[src/hw/rtl/cbz_pkg.sv]
// cubic bezier point generator: shared types and constants
// holds datapath widths, the multiplier operation codes, controller states and the command struct
// no dependencies
`timescale 1ns / 1ps
`default_nettype none

package cbz_pkg;

  // step counter and curve parameter width (steps up to 255)
  localparam int KW = 8;
  // control point and result coordinate width
  localparam int PW = 10;
  // weight width: every Bernstein weight is at most steps cubed
  localparam int WW = 24;
  // product and sum width: coordinate times steps cubed
  localparam int SW = WW + PW;
  // intermediate a*a, k*k, 3*a*k
  localparam int IW = 18;
  // configuration register index width (room for writes past the list)
  localparam int CIW = 4;

  localparam logic [CIW-1:0] REG_X0 = 4'd0;
  localparam logic [CIW-1:0] REG_X1 = 4'd1;
  localparam logic [CIW-1:0] REG_X2 = 4'd2;
  localparam logic [CIW-1:0] REG_X3 = 4'd3;
  localparam logic [CIW-1:0] REG_Y0 = 4'd4;
  localparam logic [CIW-1:0] REG_Y1 = 4'd5;
  localparam logic [CIW-1:0] REG_Y2 = 4'd6;
  localparam logic [CIW-1:0] REG_Y3 = 4'd7;

  typedef enum logic [4:0] {
    OP_NONE,
    OP_AA,
    OP_KK,
    OP_AK3,
    OP_W0,
    OP_W3,
    OP_W1,
    OP_W2,
    OP_P0X,
    OP_P1X,
    OP_P2X,
    OP_P3X,
    OP_P0Y,
    OP_P1Y,
    OP_P2Y,
    OP_P3Y
  } mul_op_t;

  typedef enum logic [4:0] {
    ST_IDLE,
    ST_AA,
    ST_KK,
    ST_AK3,
    ST_W0,
    ST_W3,
    ST_W1,
    ST_W2,
    ST_P0X,
    ST_P1X,
    ST_P2X,
    ST_P3X,
    ST_P0Y,
    ST_P1Y,
    ST_P2Y,
    ST_P3Y,
    ST_FLUSH,
    ST_DIV_EST,
    ST_DIV_REM,
    ST_DIV_FIX,
    ST_DONE
  } state_t;

  typedef struct packed {
    logic    accept;
    mul_op_t op;
    logic    div_est;
    logic    div_rem;
    logic    div_fix;
    logic    out_load;
  } cbz_cmd_t;

endpackage

`default_nettype wire

[src/hw/rtl/cbz_ctrl.sv]
// cubic bezier point generator: sequencing state machine
// walks the shared multiplier through weights and products, then the division steps
// depends on cbz_pkg
`timescale 1ns / 1ps
`default_nettype none

module cbz_ctrl
  import cbz_pkg::*;
(
  input  wire logic     clk,
  input  wire logic     rst,
  input  wire logic     in_valid,
  output logic          in_ready,
  output logic          out_valid,
  input  wire logic     out_ready,
  output cbz_cmd_t      cmd
);

  state_t         state, state_next;
  logic           out_valid_next;

  always_ff @(posedge clk) begin
    if (rst) begin
      state     <= ST_IDLE;
      out_valid <= 1'b0;
    end else begin
      state     <= state_next;
      out_valid <= out_valid_next;
    end
  end

  always_comb begin
    state_next   = state;
    cmd          = '{accept: 1'b0, op: OP_NONE, div_est: 1'b0, div_rem: 1'b0,
                     div_fix: 1'b0, out_load: 1'b0};
    in_ready     = 1'b0;
    case (state)
      ST_IDLE: begin
        in_ready = 1'b1;
        if (in_valid) begin
          cmd.accept = 1'b1;
          state_next = ST_AA;
        end
      end
      ST_AA: begin
        cmd.op = OP_AA;
        state_next = ST_KK;
      end
      ST_KK: begin
        cmd.op = OP_KK;
        state_next = ST_AK3;
      end
      ST_AK3: begin
        cmd.op = OP_AK3;
        state_next = ST_W0;
      end
      ST_W0: begin
        cmd.op = OP_W0;
        state_next = ST_W3;
      end
      ST_W3: begin
        cmd.op = OP_W3;
        state_next = ST_W1;
      end
      ST_W1: begin
        cmd.op = OP_W1;
        state_next = ST_W2;
      end
      ST_W2: begin
        cmd.op = OP_W2;
        state_next = ST_P0X;
      end
      ST_P0X: begin
        cmd.op = OP_P0X;
        state_next = ST_P1X;
      end
      ST_P1X: begin
        cmd.op = OP_P1X;
        state_next = ST_P2X;
      end
      ST_P2X: begin
        cmd.op = OP_P2X;
        state_next = ST_P3X;
      end
      ST_P3X: begin
        cmd.op = OP_P3X;
        state_next = ST_P0Y;
      end
      ST_P0Y: begin
        cmd.op = OP_P0Y;
        state_next = ST_P1Y;
      end
      ST_P1Y: begin
        cmd.op = OP_P1Y;
        state_next = ST_P2Y;
      end
      ST_P2Y: begin
        cmd.op = OP_P2Y;
        state_next = ST_P3Y;
      end
      ST_P3Y: begin
        cmd.op = OP_P3Y;
        state_next = ST_FLUSH;
      end
      ST_FLUSH: begin
        // last product lands in the y sum this cycle
        state_next = ST_DIV_EST;
      end
      ST_DIV_EST: begin
        cmd.div_est = 1'b1;
        state_next  = ST_DIV_REM;
      end
      ST_DIV_REM: begin
        cmd.div_rem = 1'b1;
        state_next  = ST_DIV_FIX;
      end
      ST_DIV_FIX: begin
        cmd.div_fix = 1'b1;
        state_next  = ST_DONE;
      end
      ST_DONE: begin
        // hold the result until the output register is free
        if (!out_valid || out_ready) begin
          cmd.out_load = 1'b1;
          state_next   = ST_IDLE;
        end
      end
      default: begin
        state_next = ST_IDLE;
      end
    endcase
  end

  always_comb begin
    out_valid_next = out_valid;
    if (cmd.out_load) begin
      out_valid_next = 1'b1;
    end else if (out_ready) begin
      out_valid_next = 1'b0;
    end
  end

endmodule

`default_nettype wire

[src/hw/rtl/cbz_datapath.sv]
// cubic bezier point generator: step counter, shared multiplier, accumulators, division
// computes the Bernstein sums exactly and divides them by steps cubed by reciprocal estimate
// depends on cbz_pkg
`timescale 1ns / 1ps
`default_nettype none

module cbz_datapath
  import cbz_pkg::*;
#(
  parameter int STEPS = 200
) (
  input  wire logic                 clk,
  input  wire logic                 rst,
  input  wire cbz_cmd_t             cmd,
  input  wire logic                 restart,
  input  wire logic [3:0][PW-1:0]   ctrl_x,
  input  wire logic [3:0][PW-1:0]   ctrl_y,
  output logic      [PW-1:0]        point_x,
  output logic      [PW-1:0]        point_y,
  output logic                      last
);

  localparam logic [KW-1:0] STEPS_K = KW'(STEPS);
  localparam int            DEN_I   = STEPS * STEPS * STEPS;
  localparam logic [SW-1:0] DEN     = SW'(DEN_I);
  localparam logic [SW-1:0] DEN2    = SW'(2 * DEN_I);
  // sum shifted right by floor(log2 den) is below 2^(PW+1)
  localparam int            DEN_SHIFT = $clog2(DEN_I + 1) - 1;
  localparam int            HW        = PW + 1;
  localparam int            RCP_SHIFT = PW + 2;
  localparam int            RW        = RCP_SHIFT + 1;
  localparam int            EW        = HW + RW;
  localparam longint        RCP_L     = (longint'(1) << (RCP_SHIFT + DEN_SHIFT)) / DEN_I;
  localparam logic [RW-1:0] RCP       = RW'(RCP_L);

  logic [KW-1:0] step_index;
  logic [KW-1:0] k_sel;
  logic [KW-1:0] k, a;
  logic [PW-1:0] k3;
  logic          last_q;

  logic [IW-1:0] aa, kk, ak3;
  logic [WW-1:0] w0, w1, w2, w3;

  logic [WW-1:0] mul_a;
  logic [PW-1:0] mul_b;
  logic [SW-1:0] product;
  logic [SW-1:0] mul_q;
  mul_op_t       op_q;

  logic [SW-1:0] sum_x, sum_y;
  logic [HW-1:0] hx, hy;
  logic [EW-1:0] est_x, est_y;
  logic [SW-1:0] rem_x, rem_y;
  logic [PW-1:0] qx, qy;

  // curve parameter for this item; an out-of-range count restarts the curve
  always_comb begin
    k_sel = '0;
    if (!restart && step_index <= STEPS_K) begin
      k_sel = step_index;
    end
  end

  always_ff @(posedge clk) begin
    if (rst) begin
      step_index <= '0;
    end else if (cmd.accept) begin
      step_index <= (k_sel >= STEPS_K) ? '0 : k_sel + 1'b1;
    end
  end

  always_ff @(posedge clk) begin
    if (cmd.accept) begin
      k      <= k_sel;
      a      <= STEPS_K - k_sel;
      k3     <= {2'b00, k_sel} + {1'b0, k_sel, 1'b0};
      last_q <= (k_sel == STEPS_K);
    end
  end

  // operand select for the shared multiplier
  always_comb begin
    mul_a = '0;
    mul_b = '0;
    case (cmd.op)
      OP_AA: begin
        mul_a = WW'(a);
        mul_b = PW'(a);
      end
      OP_KK: begin
        mul_a = WW'(k);
        mul_b = PW'(k);
      end
      OP_AK3: begin
        mul_a = WW'(a);
        mul_b = k3;
      end
      OP_W0: begin
        mul_a = WW'(aa);
        mul_b = PW'(a);
      end
      OP_W3: begin
        mul_a = WW'(kk);
        mul_b = PW'(k);
      end
      OP_W1: begin
        mul_a = WW'(ak3);
        mul_b = PW'(a);
      end
      OP_W2: begin
        mul_a = WW'(ak3);
        mul_b = PW'(k);
      end
      OP_P0X: begin
        mul_a = w0;
        mul_b = ctrl_x[0];
      end
      OP_P1X: begin
        mul_a = w1;
        mul_b = ctrl_x[1];
      end
      OP_P2X: begin
        mul_a = w2;
        mul_b = ctrl_x[2];
      end
      OP_P3X: begin
        mul_a = w3;
        mul_b = ctrl_x[3];
      end
      OP_P0Y: begin
        mul_a = w0;
        mul_b = ctrl_y[0];
      end
      OP_P1Y: begin
        mul_a = w1;
        mul_b = ctrl_y[1];
      end
      OP_P2Y: begin
        mul_a = w2;
        mul_b = ctrl_y[2];
      end
      OP_P3Y: begin
        mul_a = w3;
        mul_b = ctrl_y[3];
      end
      default: begin
        mul_a = '0;
        mul_b = '0;
      end
    endcase
  end

  assign product = SW'(mul_a) * SW'(mul_b);

  always_ff @(posedge clk) begin
    mul_q <= product;
    case (cmd.op)
      OP_AA:   aa  <= product[IW-1:0];
      OP_KK:   kk  <= product[IW-1:0];
      OP_AK3:  ak3 <= product[IW-1:0];
      OP_W0:   w0  <= product[WW-1:0];
      OP_W3:   w3  <= product[WW-1:0];
      OP_W1:   w1  <= product[WW-1:0];
      OP_W2:   w2  <= product[WW-1:0];
      default: ;
    endcase
  end

  always_ff @(posedge clk) begin
    if (rst) begin
      op_q <= OP_NONE;
    end else begin
      op_q <= cmd.op;
    end
  end

  // accumulate the registered product in the cycle after the multiply
  always_ff @(posedge clk) begin
    case (op_q)
      OP_P0X:                   sum_x <= mul_q;
      OP_P1X, OP_P2X, OP_P3X:   sum_x <= sum_x + mul_q;
      OP_P0Y:                   sum_y <= mul_q;
      OP_P1Y, OP_P2Y, OP_P3Y:   sum_y <= sum_y + mul_q;
      default: ;
    endcase
  end

  // reciprocal estimate lands at most two below the true quotient
  assign hx    = HW'(sum_x >> DEN_SHIFT);
  assign hy    = HW'(sum_y >> DEN_SHIFT);
  assign est_x = EW'(hx) * EW'(RCP);
  assign est_y = EW'(hy) * EW'(RCP);

  // estimate, remainder, then bump the quotient by what the remainder still holds
  always_ff @(posedge clk) begin
    if (cmd.div_est) begin
      qx <= PW'(est_x >> RCP_SHIFT);
      qy <= PW'(est_y >> RCP_SHIFT);
    end else if (cmd.div_rem) begin
      rem_x <= sum_x - SW'(qx) * DEN;
      rem_y <= sum_y - SW'(qy) * DEN;
    end else if (cmd.div_fix) begin
      if (rem_x >= DEN2) begin
        qx <= qx + PW'(2);
      end else if (rem_x >= DEN) begin
        qx <= qx + PW'(1);
      end
      if (rem_y >= DEN2) begin
        qy <= qy + PW'(2);
      end else if (rem_y >= DEN) begin
        qy <= qy + PW'(1);
      end
    end
  end

  always_ff @(posedge clk) begin
    if (cmd.out_load) begin
      point_x <= qx;
      point_y <= qy;
      last    <= last_q;
    end
  end

endmodule

`default_nettype wire

[src/hw/rtl/cubic_bezier_point_generator.sv]
// cubic bezier point generator: top level with control point registers
// instantiates cbz_ctrl and cbz_datapath, depends on cbz_pkg
//
//   port group   direction   handshake              payload
//   input        in          in_valid / in_ready    restart
//   result       out         out_valid / out_ready  point_x, point_y, last
//   config       in          cfg_we                 cfg_index, cfg_data
//
// one item at a time: a transfer is taken in the idle state, 15 products run through
// the single shared 24x10 multiplier, a flush state adds the last product to the sum,
// the division by steps cubed does reciprocal estimate, remainder and quotient bump,
// and the done state loads the output register, after which in_ready rises again
// reset clears the step counter, the control points and the sequencer
// a result not yet taken holds the sequencer in its final state, the next input waits
`timescale 1ns / 1ps
`default_nettype none

module cubic_bezier_point_generator
  import cbz_pkg::*;
#(
  parameter int STEPS = 200
) (
  input  wire logic           clk,
  input  wire logic           rst,
  input  wire logic           in_valid,
  output logic                in_ready,
  input  wire logic           restart,
  output logic                out_valid,
  input  wire logic           out_ready,
  output logic [PW-1:0]       point_x,
  output logic [PW-1:0]       point_y,
  output logic                last,
  input  wire logic           cfg_we,
  input  wire logic [CIW-1:0] cfg_index,
  input  wire logic [PW-1:0]  cfg_data
);

  logic [3:0][PW-1:0] ctrl_x;
  logic [3:0][PW-1:0] ctrl_y;
  cbz_cmd_t           cmd;

  always_ff @(posedge clk) begin
    if (rst) begin
      ctrl_x <= '0;
      ctrl_y <= '0;
    end else if (cfg_we) begin
      case (cfg_index)
        REG_X0:  ctrl_x[0] <= cfg_data;
        REG_X1:  ctrl_x[1] <= cfg_data;
        REG_X2:  ctrl_x[2] <= cfg_data;
        REG_X3:  ctrl_x[3] <= cfg_data;
        REG_Y0:  ctrl_y[0] <= cfg_data;
        REG_Y1:  ctrl_y[1] <= cfg_data;
        REG_Y2:  ctrl_y[2] <= cfg_data;
        REG_Y3:  ctrl_y[3] <= cfg_data;
        default: ;
      endcase
    end
  end

  cbz_ctrl u_ctrl (
    .clk       (clk),
    .rst       (rst),
    .in_valid  (in_valid),
    .in_ready  (in_ready),
    .out_valid (out_valid),
    .out_ready (out_ready),
    .cmd       (cmd)
  );

  cbz_datapath #(
    .STEPS (STEPS)
  ) u_datapath (
    .clk     (clk),
    .rst     (rst),
    .cmd     (cmd),
    .restart (restart),
    .ctrl_x  (ctrl_x),
    .ctrl_y  (ctrl_y),
    .point_x (point_x),
    .point_y (point_y),
    .last    (last)
  );

`ifndef SYNTHESIS
  // only one item in flight
  a_single_item: assert property (@(posedge clk) disable iff (rst)
    (in_valid && in_ready) |=> !in_ready)
    else $error("input taken while an item is in flight");

  // never overwrite a result that is still waiting
  a_no_overwrite: assert property (@(posedge clk) disable iff (rst)
    cmd.out_load |-> (!out_valid || out_ready))
    else $error("output register loaded while full");

  a_load_shows: assert property (@(posedge clk) disable iff (rst)
    cmd.out_load |=> out_valid)
    else $error("loaded result not presented");

  // no new item starts while the sequencer still holds a result
  a_accept_idle: assert property (@(posedge clk) disable iff (rst)
    cmd.accept |-> (in_valid && !cmd.out_load && !cmd.div_fix))
    else $error("accept outside idle");
`endif

endmodule

`default_nettype wire

[config.mk]
export PLATFORM = sky130hd
export DESIGN_NAME = cubic_bezier_point_generator
export DESIGN_NICKNAME = d
export VERILOG_FILES = /design/src/hw/rtl/cbz_pkg.sv /design/src/hw/rtl/cbz_ctrl.sv /design/src/hw/rtl/cbz_datapath.sv /design/src/hw/rtl/cubic_bezier_point_generator.sv
export SDC_FILE = /design/constraint.sdc
export NUM_CORES = 2
export LEC_CHECK = 0
export BUFFER_PORTS_ARGS = -buffer_cell sky130_fd_sc_hd__buf_2
export CAP_MARGIN = 40
export CELL_PAD_IN_SITES_DETAIL_PLACEMENT = 2
export CELL_PAD_IN_SITES_GLOBAL_PLACEMENT = 2
export CORE_UTILIZATION = 43
export DETAILED_ROUTE_END_ITERATION = 6
export PLACE_DENSITY_LB_ADDON = 0.1
export SYNTH_ARGS = -nofsm -noshare
export SYNTH_HDL_FRONTEND = slang
export SYNTH_SLANG_ARGS = --single-unit
[constraint.sdc]
create_clock -name clk -period 9.3 [get_ports clk]
set_input_delay 2.325 -clock clk [delete_from_list [all_inputs] [get_ports clk]]
set_output_delay 2.325 -clock clk [all_outputs]
set_load 0.05 [all_outputs]
# --- After elaboration in Yosys (flattened, before gate mapping) ---
# Cells that the tools add are included.
# Widths: inputs -> output; s select.
word_totals:
  reg_bits: 487
  inputBits: 20
  output_inout_bits: 23
op_classes:
  n_addsub: 11
  mul: 5
  magnitude_cmp: 6
  n_eq_ne: 54
  mux: 30
  n_bitwise: 1
  reduce_logical: 34
ops:
  columns: ["op", "n"]
  rows:
  - ["$pmux 24 s9", 1]
  - ["$pmux 34 s2", 2]
  - ["$pmux 10 s11", 1]
  - ["$pmux 5 s21", 1]
  - ["$mux 10", 10]
  - ["$eq 5x4->1 const B", 16]
  - ["$add 34x34->34", 2]
  - ["$ge 34x23->1 const B", 2]
  - ["$ge 34x24->1 const B", 2]
  - ["$sub 34x33->34", 2]
  - ["$pmux 4 s15", 1]
  - ["$mul 10x14->24 const B", 2]
  - ["$mul 11x12->22 const B", 2]
  - ["$mul 24x10->34", 1]
  - ["$eq 4x3->1 const B", 8]
  - ["$eq 4x4->1 const B", 8]
  - ["$eq 5x5->1 const B", 5]
  - ["$add 10x1->10 const B", 2]
  - ["$add 10x2->10 const B", 2]
  - ["$eq 5x3->1 const B", 4]
  - ["$reduce_and 2->1", 10]
  - ["$eq 4x2->1 const B", 4]
  - ["$mux 8", 2]
  - ["$reduce_or 2->1", 6]
  - ["other kinds (23)", 45]

# --- Logic depth before layout (Yosys ltp) ---
depth:
  ltp_word: 6
  ltp_mapped: 33
  mapped_depth_nobuf: 29

# --- Hierarchy ---
# A second synthesis with hierarchy kept.
hier_totals:
  hier_cells: 3831
  area_unflattened_um2: 38699.6
modules_own_cells:
  columns: ["mod", "n_inst", "cells_per_inst", "area_each_um2", "seq_area_each_um2"]
  rows:
  - ["cbz_datapath", 1, 3493, 35113.7, 10940.5]
  - ["cubic_bezier_point_generator", 1, 289, 3205.6, 1601.5]
  - ["cbz_ctrl", 1, 49, 380.4, 120.1]

# --- Least setup slack after synthesis ---
# No wires, ideal clock.
synth_path:
  path_type: "register -> register"
  start: "reg u_ctrl.state[3]"
  end: "reg u_datapath.mul_q[32]"
  setup_ps: 72
  t_arrival_ps: 7688
  slack_ps: 1540
  stages_incl_launch_ff: 31
  n_path_buf: 4
  cell_sequence: "dfxtp_1 -> buf_2 -> or2_1 -> clkbuf_1 -> nor3_2 -> a222oi_1 -> nand3_1 -> clkbuf_1 -> nand2_1 -> fa_1 -> inv_1 -> fa_1 -> inv_1 -> fa_1 -> inv_1 -> fa_1 -> inv_1 -> fa_1 -> inv_1 -> ha_1 -> clkbuf_1 -> nand3_1 -> a21oi_1 -> nor2_1 -> o211ai_1 -> o31a_1 -> a31oi_4 -> o41ai_1 -> o41a_1 -> a211oi_2 -> xnor2_1"
synth_between:
  elab_chain_len: 6
  elab_cells_between_ends: 42
  classes_between: "1 x mul; 30 x eq/ne; 3 x mux; 8 x reduce/logical"
synth_lines:
  columns: ["item", "line", "text"]
  rows:
  - ["from (decl)", "cbz_ctrl.sv:19", "state_t state, state_next;"]
  - ["from (signal assigned)", "cbz_ctrl.sv:27", "state <= state_next;"]
  - ["$eq 5x4->1, or another cell as far along", "cbz_ctrl.sv:37", "case (state)"]
  - ["$pmux 4 s15 *", "cbz_ctrl.sv:37", null]
  - ["$eq 4x2->1, or another cell as far along", "cbz_datapath.sv:86", "case (cmd.op)"]
  - ["$reduce_or 3->1 (no source line) or $reduce_or 2->1 (tied branches)", null, null]
  - ["$pmux 10 s11 or $pmux 24 s9 (tied branches)", "cbz_datapath.sv:86", null]
  - ["$mul 24x10->34 *", "cbz_datapath.sv:154", "assign product = SW'(mul_a) * SW'(mul_b);"]
  - ["via u_datapath.product[32]", "cbz_datapath.sv:47", "logic [SW-1:0] product;"]
  - ["to (signal assigned)", "cbz_datapath.sv:157", "mul_q <= product;"]
  - ["to (decl)", "cbz_datapath.sv:48", "logic [SW-1:0] mul_q;"]
# The timed path passes the listed nets; every way through them passes the cells marked *.
# A chain may end at the register's enable or synchronous reset.

# --- Worst setup path in the final report ---
layout_path:
  start: "reg u_ctrl.state[0]"
  end: "reg u_datapath.w0[22], data pin"
layout_between:
  elab_chain_len: 6
  elab_cells_between_ends: 42
  classes_between: "1 x mul; 30 x eq/ne; 3 x mux; 8 x reduce/logical"
layout_lines:
  columns: ["item", "line", "text"]
  rows:
  - ["$eq 5x4->1, or another cell as far along", "cbz_ctrl.sv:37", null]
  - ["$pmux 4 s15 *", "cbz_ctrl.sv:37", null]
  - ["$eq 4x2->1, or another cell as far along", "cbz_datapath.sv:86", null]
  - ["$reduce_or 3->1 (no source line) or $reduce_or 2->1 (tied branches)", null, null]
  - ["$pmux 10 s11 or $pmux 24 s9 (tied branches)", "cbz_datapath.sv:86", null]
  - ["$mul 24x10->34 *", "cbz_datapath.sv:154", null]
  - ["via u_datapath.product[22]", "cbz_datapath.sv:47", null]
  - ["to (signal assigned)", "cbz_datapath.sv:162", "OP_W0: w0 <= product[WW-1:0];"]
  - ["to (decl)", "cbz_datapath.sv:43", "logic [WW-1:0] w0, w1, w2, w3;"]
# Marked as above.

==> summary.txt <==
root buffer selected by CTS: clkbuf_16
hold-fix buffers at CTS: 0
f_max: 116 MHz
Synth async-reset ratio: 0%
Final Wtd Congestion: 0.874
TritonCTS clock tree: yes
Setup crit end kind: flip-flop
number of synthesized flops with an enable pin: 333
CP Data Arrival Time: 8.99 ns
relative slew slack: 35.7%
Synth cell types: 86
syn_nets: 4518
Seq/Total Area, Yosys: 33.2%
row cnt: 108
final setup fails: 0
DIE AREA: 0.0897 mm²
Mapped Area: 0.0381 mm²
number of port buffers: 42
GR Overflow Total: 0
worst-margin pin slew: 0.962 ns
first-pass GRT wire length: 195000 µm
busiest grt layer: met2
Syn. warnings: 0
met2 Usage GRT: 52.3%
Worst VDD drop: 187 µV
Max Cap Viol: 0
clk sinks: 465
Synth Area per Inst: 10.1 µm²
Final #Nets: 4570
end of the critical path: u_datapath.w0[22]$_DFFE_PN_
Synth area leaders: edfxtp_1 26%, ha_1 15%, fa_1 14%, dfxtp_1 6.9%, inv_1 4.5%
Tcrit/Tclk final: 92.7%
Vias: 28800
startpoint types: flip-flop
1st-iter DRT viols: 1445
starting density of the core: 43.6%
# DRC: 0
Yosys top cell area share: 26.3%
TritonCTS buffer count: 56
largest net degree at the start of global routing: 80
initial antenna violation count: 2
most frequent cell after synthesis: ha_1
reg2reg start: u_ctrl.state[0]$_SDFFE_PP0P_
die width: 300 µm
post-route ant nets: 0
worst-case reg-to-reg path depth: 28
fillers: 9057
GRT Total Usage: 28.0%
antenna cells: 0
most common library cells after synthesis: 471 x ha_1, 453 x inv_1, 336 x nand2_1, 333 x edfxtp_1, 290 x nor2_1
TritonRoute pass-1 iters: 6
Core Box Area: 0.0873 mm²
Reg area: 0.0126 mm²
Area growth, synth to finish: 9.82%
pwr dens: 147 mW/mm²
wire per inst: 24.7 µm
Post-Syn Instances: 3768
Ports: 43
setup TNS: 0 ns
WL final: 124000 µm
Post-CTS Setup Inserts: 0
footprint of the multi-input gates: 0.0234 mm²
max-slew violations: 0
Crit-path slowest cell: and4_1
unrepaired setup endpoints after global routing: no
HPWL after DPL: 98200 µm
number of global-route vias before repair: 33200
Primary FF master, synth: edfxtp_1
met1 usage in global routing: 34.0%
Clock Tree Buf Depth: 3
status: finished, final reports clean
kind of critical path: reg -> reg
Slowest Stage Delay on Critical Path: 0.65 ns
critical path peak fanout: 16
post-cts sizing count: 0
synthesized flop and latch total: 465
H-Tree Depth: 2
Clock Latency Late Sink: 0.65 ns
Final min period: 8.62 ns
GRT met3 Usage: 2.33%
Min-Delay Path Class: reg -> reg
clock-pin slew on the worst setup and hold paths: 0.07 ns
Pleak: 18.9 nW
clk_skew: 0.0410 ns
RR Endpoint: u_datapath.w0[22]$_DFFE_PN_
via density per instance: 5.73
Yosys top cell by area: edfxtp_1
layout cells sized above 1: 6.60%
Chip Height: 300 µm
Reg2Reg Setup Slack: 0.68 ns
WP data required: 9.66 ns
hold slack: 0.496 ns
Worst setup startpoint: u_ctrl.state[0]$_SDFFE_PP0P_
Post-Route Utilization: 47.9%
final hold violations: 0
## layer usage
layer	vias to the layer above	routed length, µm
met2	458	65000
met3	177	3180
met1	14900	52300
met4	2	3440
li1	13300	-
met5	-	13
## metrics by stage
step           power (mW)  std cells  area [µm²]  setup slack (ns)
2_1_floorplan        3.38       3768       38100              1.54
3_3_place_gp         3.75       4907       39800             0.998
3_5_place_dp         3.87       4916       39900             0.711
4_1_cts              6.19       5020       41800             0.584
5_1_grt              6.39       5021       41800             0.175
6_report             6.14       5021       41800             0.676
## worst min path at each step
stage,from,endpoint,cells past startpoint
finish,u_datapath.step_index[1]$_SDFFE_PP0P_,u_datapath.step_index[1]$_SDFFE_PP0P_,2
global route,u_datapath.step_index[1]$_SDFFE_PP0P_,u_datapath.step_index[1]$_SDFFE_PP0P_,2
CTS,u_datapath.step_index[1]$_SDFFE_PP0P_,u_datapath.step_index[1]$_SDFFE_PP0P_,2
detailed placement,u_datapath.step_index[1]$_SDFFE_PP0P_,u_datapath.step_index[1]$_SDFFE_PP0P_,2
global placement,u_datapath.step_index[1]$_SDFFE_PP0P_,u_datapath.step_index[1]$_SDFFE_PP0P_,2
floorplan,u_datapath.last_q$_DFFE_PP_,u_datapath.last$_DFFE_PP_,0
## cell usage in the layout (no fill, tap or decap), types with 80 or more instances in the layout
cell / n
a21oi_1: 180
dfxtp_1: 131
edfxtp_1: 333
fa_1: 259
ha_1: 471
inv_1: 453
mux2i_1: 107
nand2_1: 336
nor2_1: 288
o21ai_0: 119
xnor2_1: 132
xor2_1: 80
## power breakdown
group	leakage (nW)	switching, mW	internal, mW
clock	0.931	0.985	1.32
combinational	13.8	0.903	0.447
sequential	4.12	0.0917	2.40
total	18.9	1.98	4.17
## registers in the layout, summed over array words and instances (netlist names), 4 cells and up
name and flops:
ctrl_y 40, u_datapath.kk 18, u_datapath.k 7, u_datapath.point_x 10, u_datapath.qy 10, u_datapath.w3 24
ctrl_x 40, u_datapath.point_y 10, u_datapath.rem_y 25, u_datapath.w0 24, u_datapath.qx 10, u_datapath.aa 18
u_datapath.op_q 4, u_datapath.rem_x 25, u_datapath.sum_y 34, u_datapath.ak3 18, u_datapath.a 6, u_datapath.step_index 8
u_datapath.w2 24, u_datapath.sum_x 34, u_datapath.mul_q 34, u_datapath.w1 24, u_datapath.k3 10, u_ctrl.state 5
## critical path: cells and delay by family (launching register included)
family	cells	cell delay, ns
compound gates	7	1.89
flops	1	0.36
buf+inv	7	0.76
xor+xnor	1	0.47
fa+ha+maj	6	2.95
simple gates	7	1.89
## layout make-up
cell class                      instances  share of cell area (%)
Timing Repair Buffer                   97                    1.62
Multi-Input combinational cell       2744                    56.0
Clock inverter                         35                   0.931
Clock buffer                           69                    3.64
Inverter                              456                    4.09
Tap cell                             1155                    3.46
Sequential cell                       465                    30.2
## cells by family (layout without fill, tap and decap cells)
kind of cell,Yosys count,in the layout,share of synthesized area [%]
simple gates,969,969,11.6
fa+ha+maj,730,730,29.1
compound gates,718,718,12.6
buf+inv,559,657,5.56
flops,465,465,33.2
xor+xnor,212,212,4.88
mux,115,115,3.05
Note: power is estimated with default switching activity, not from simulation.
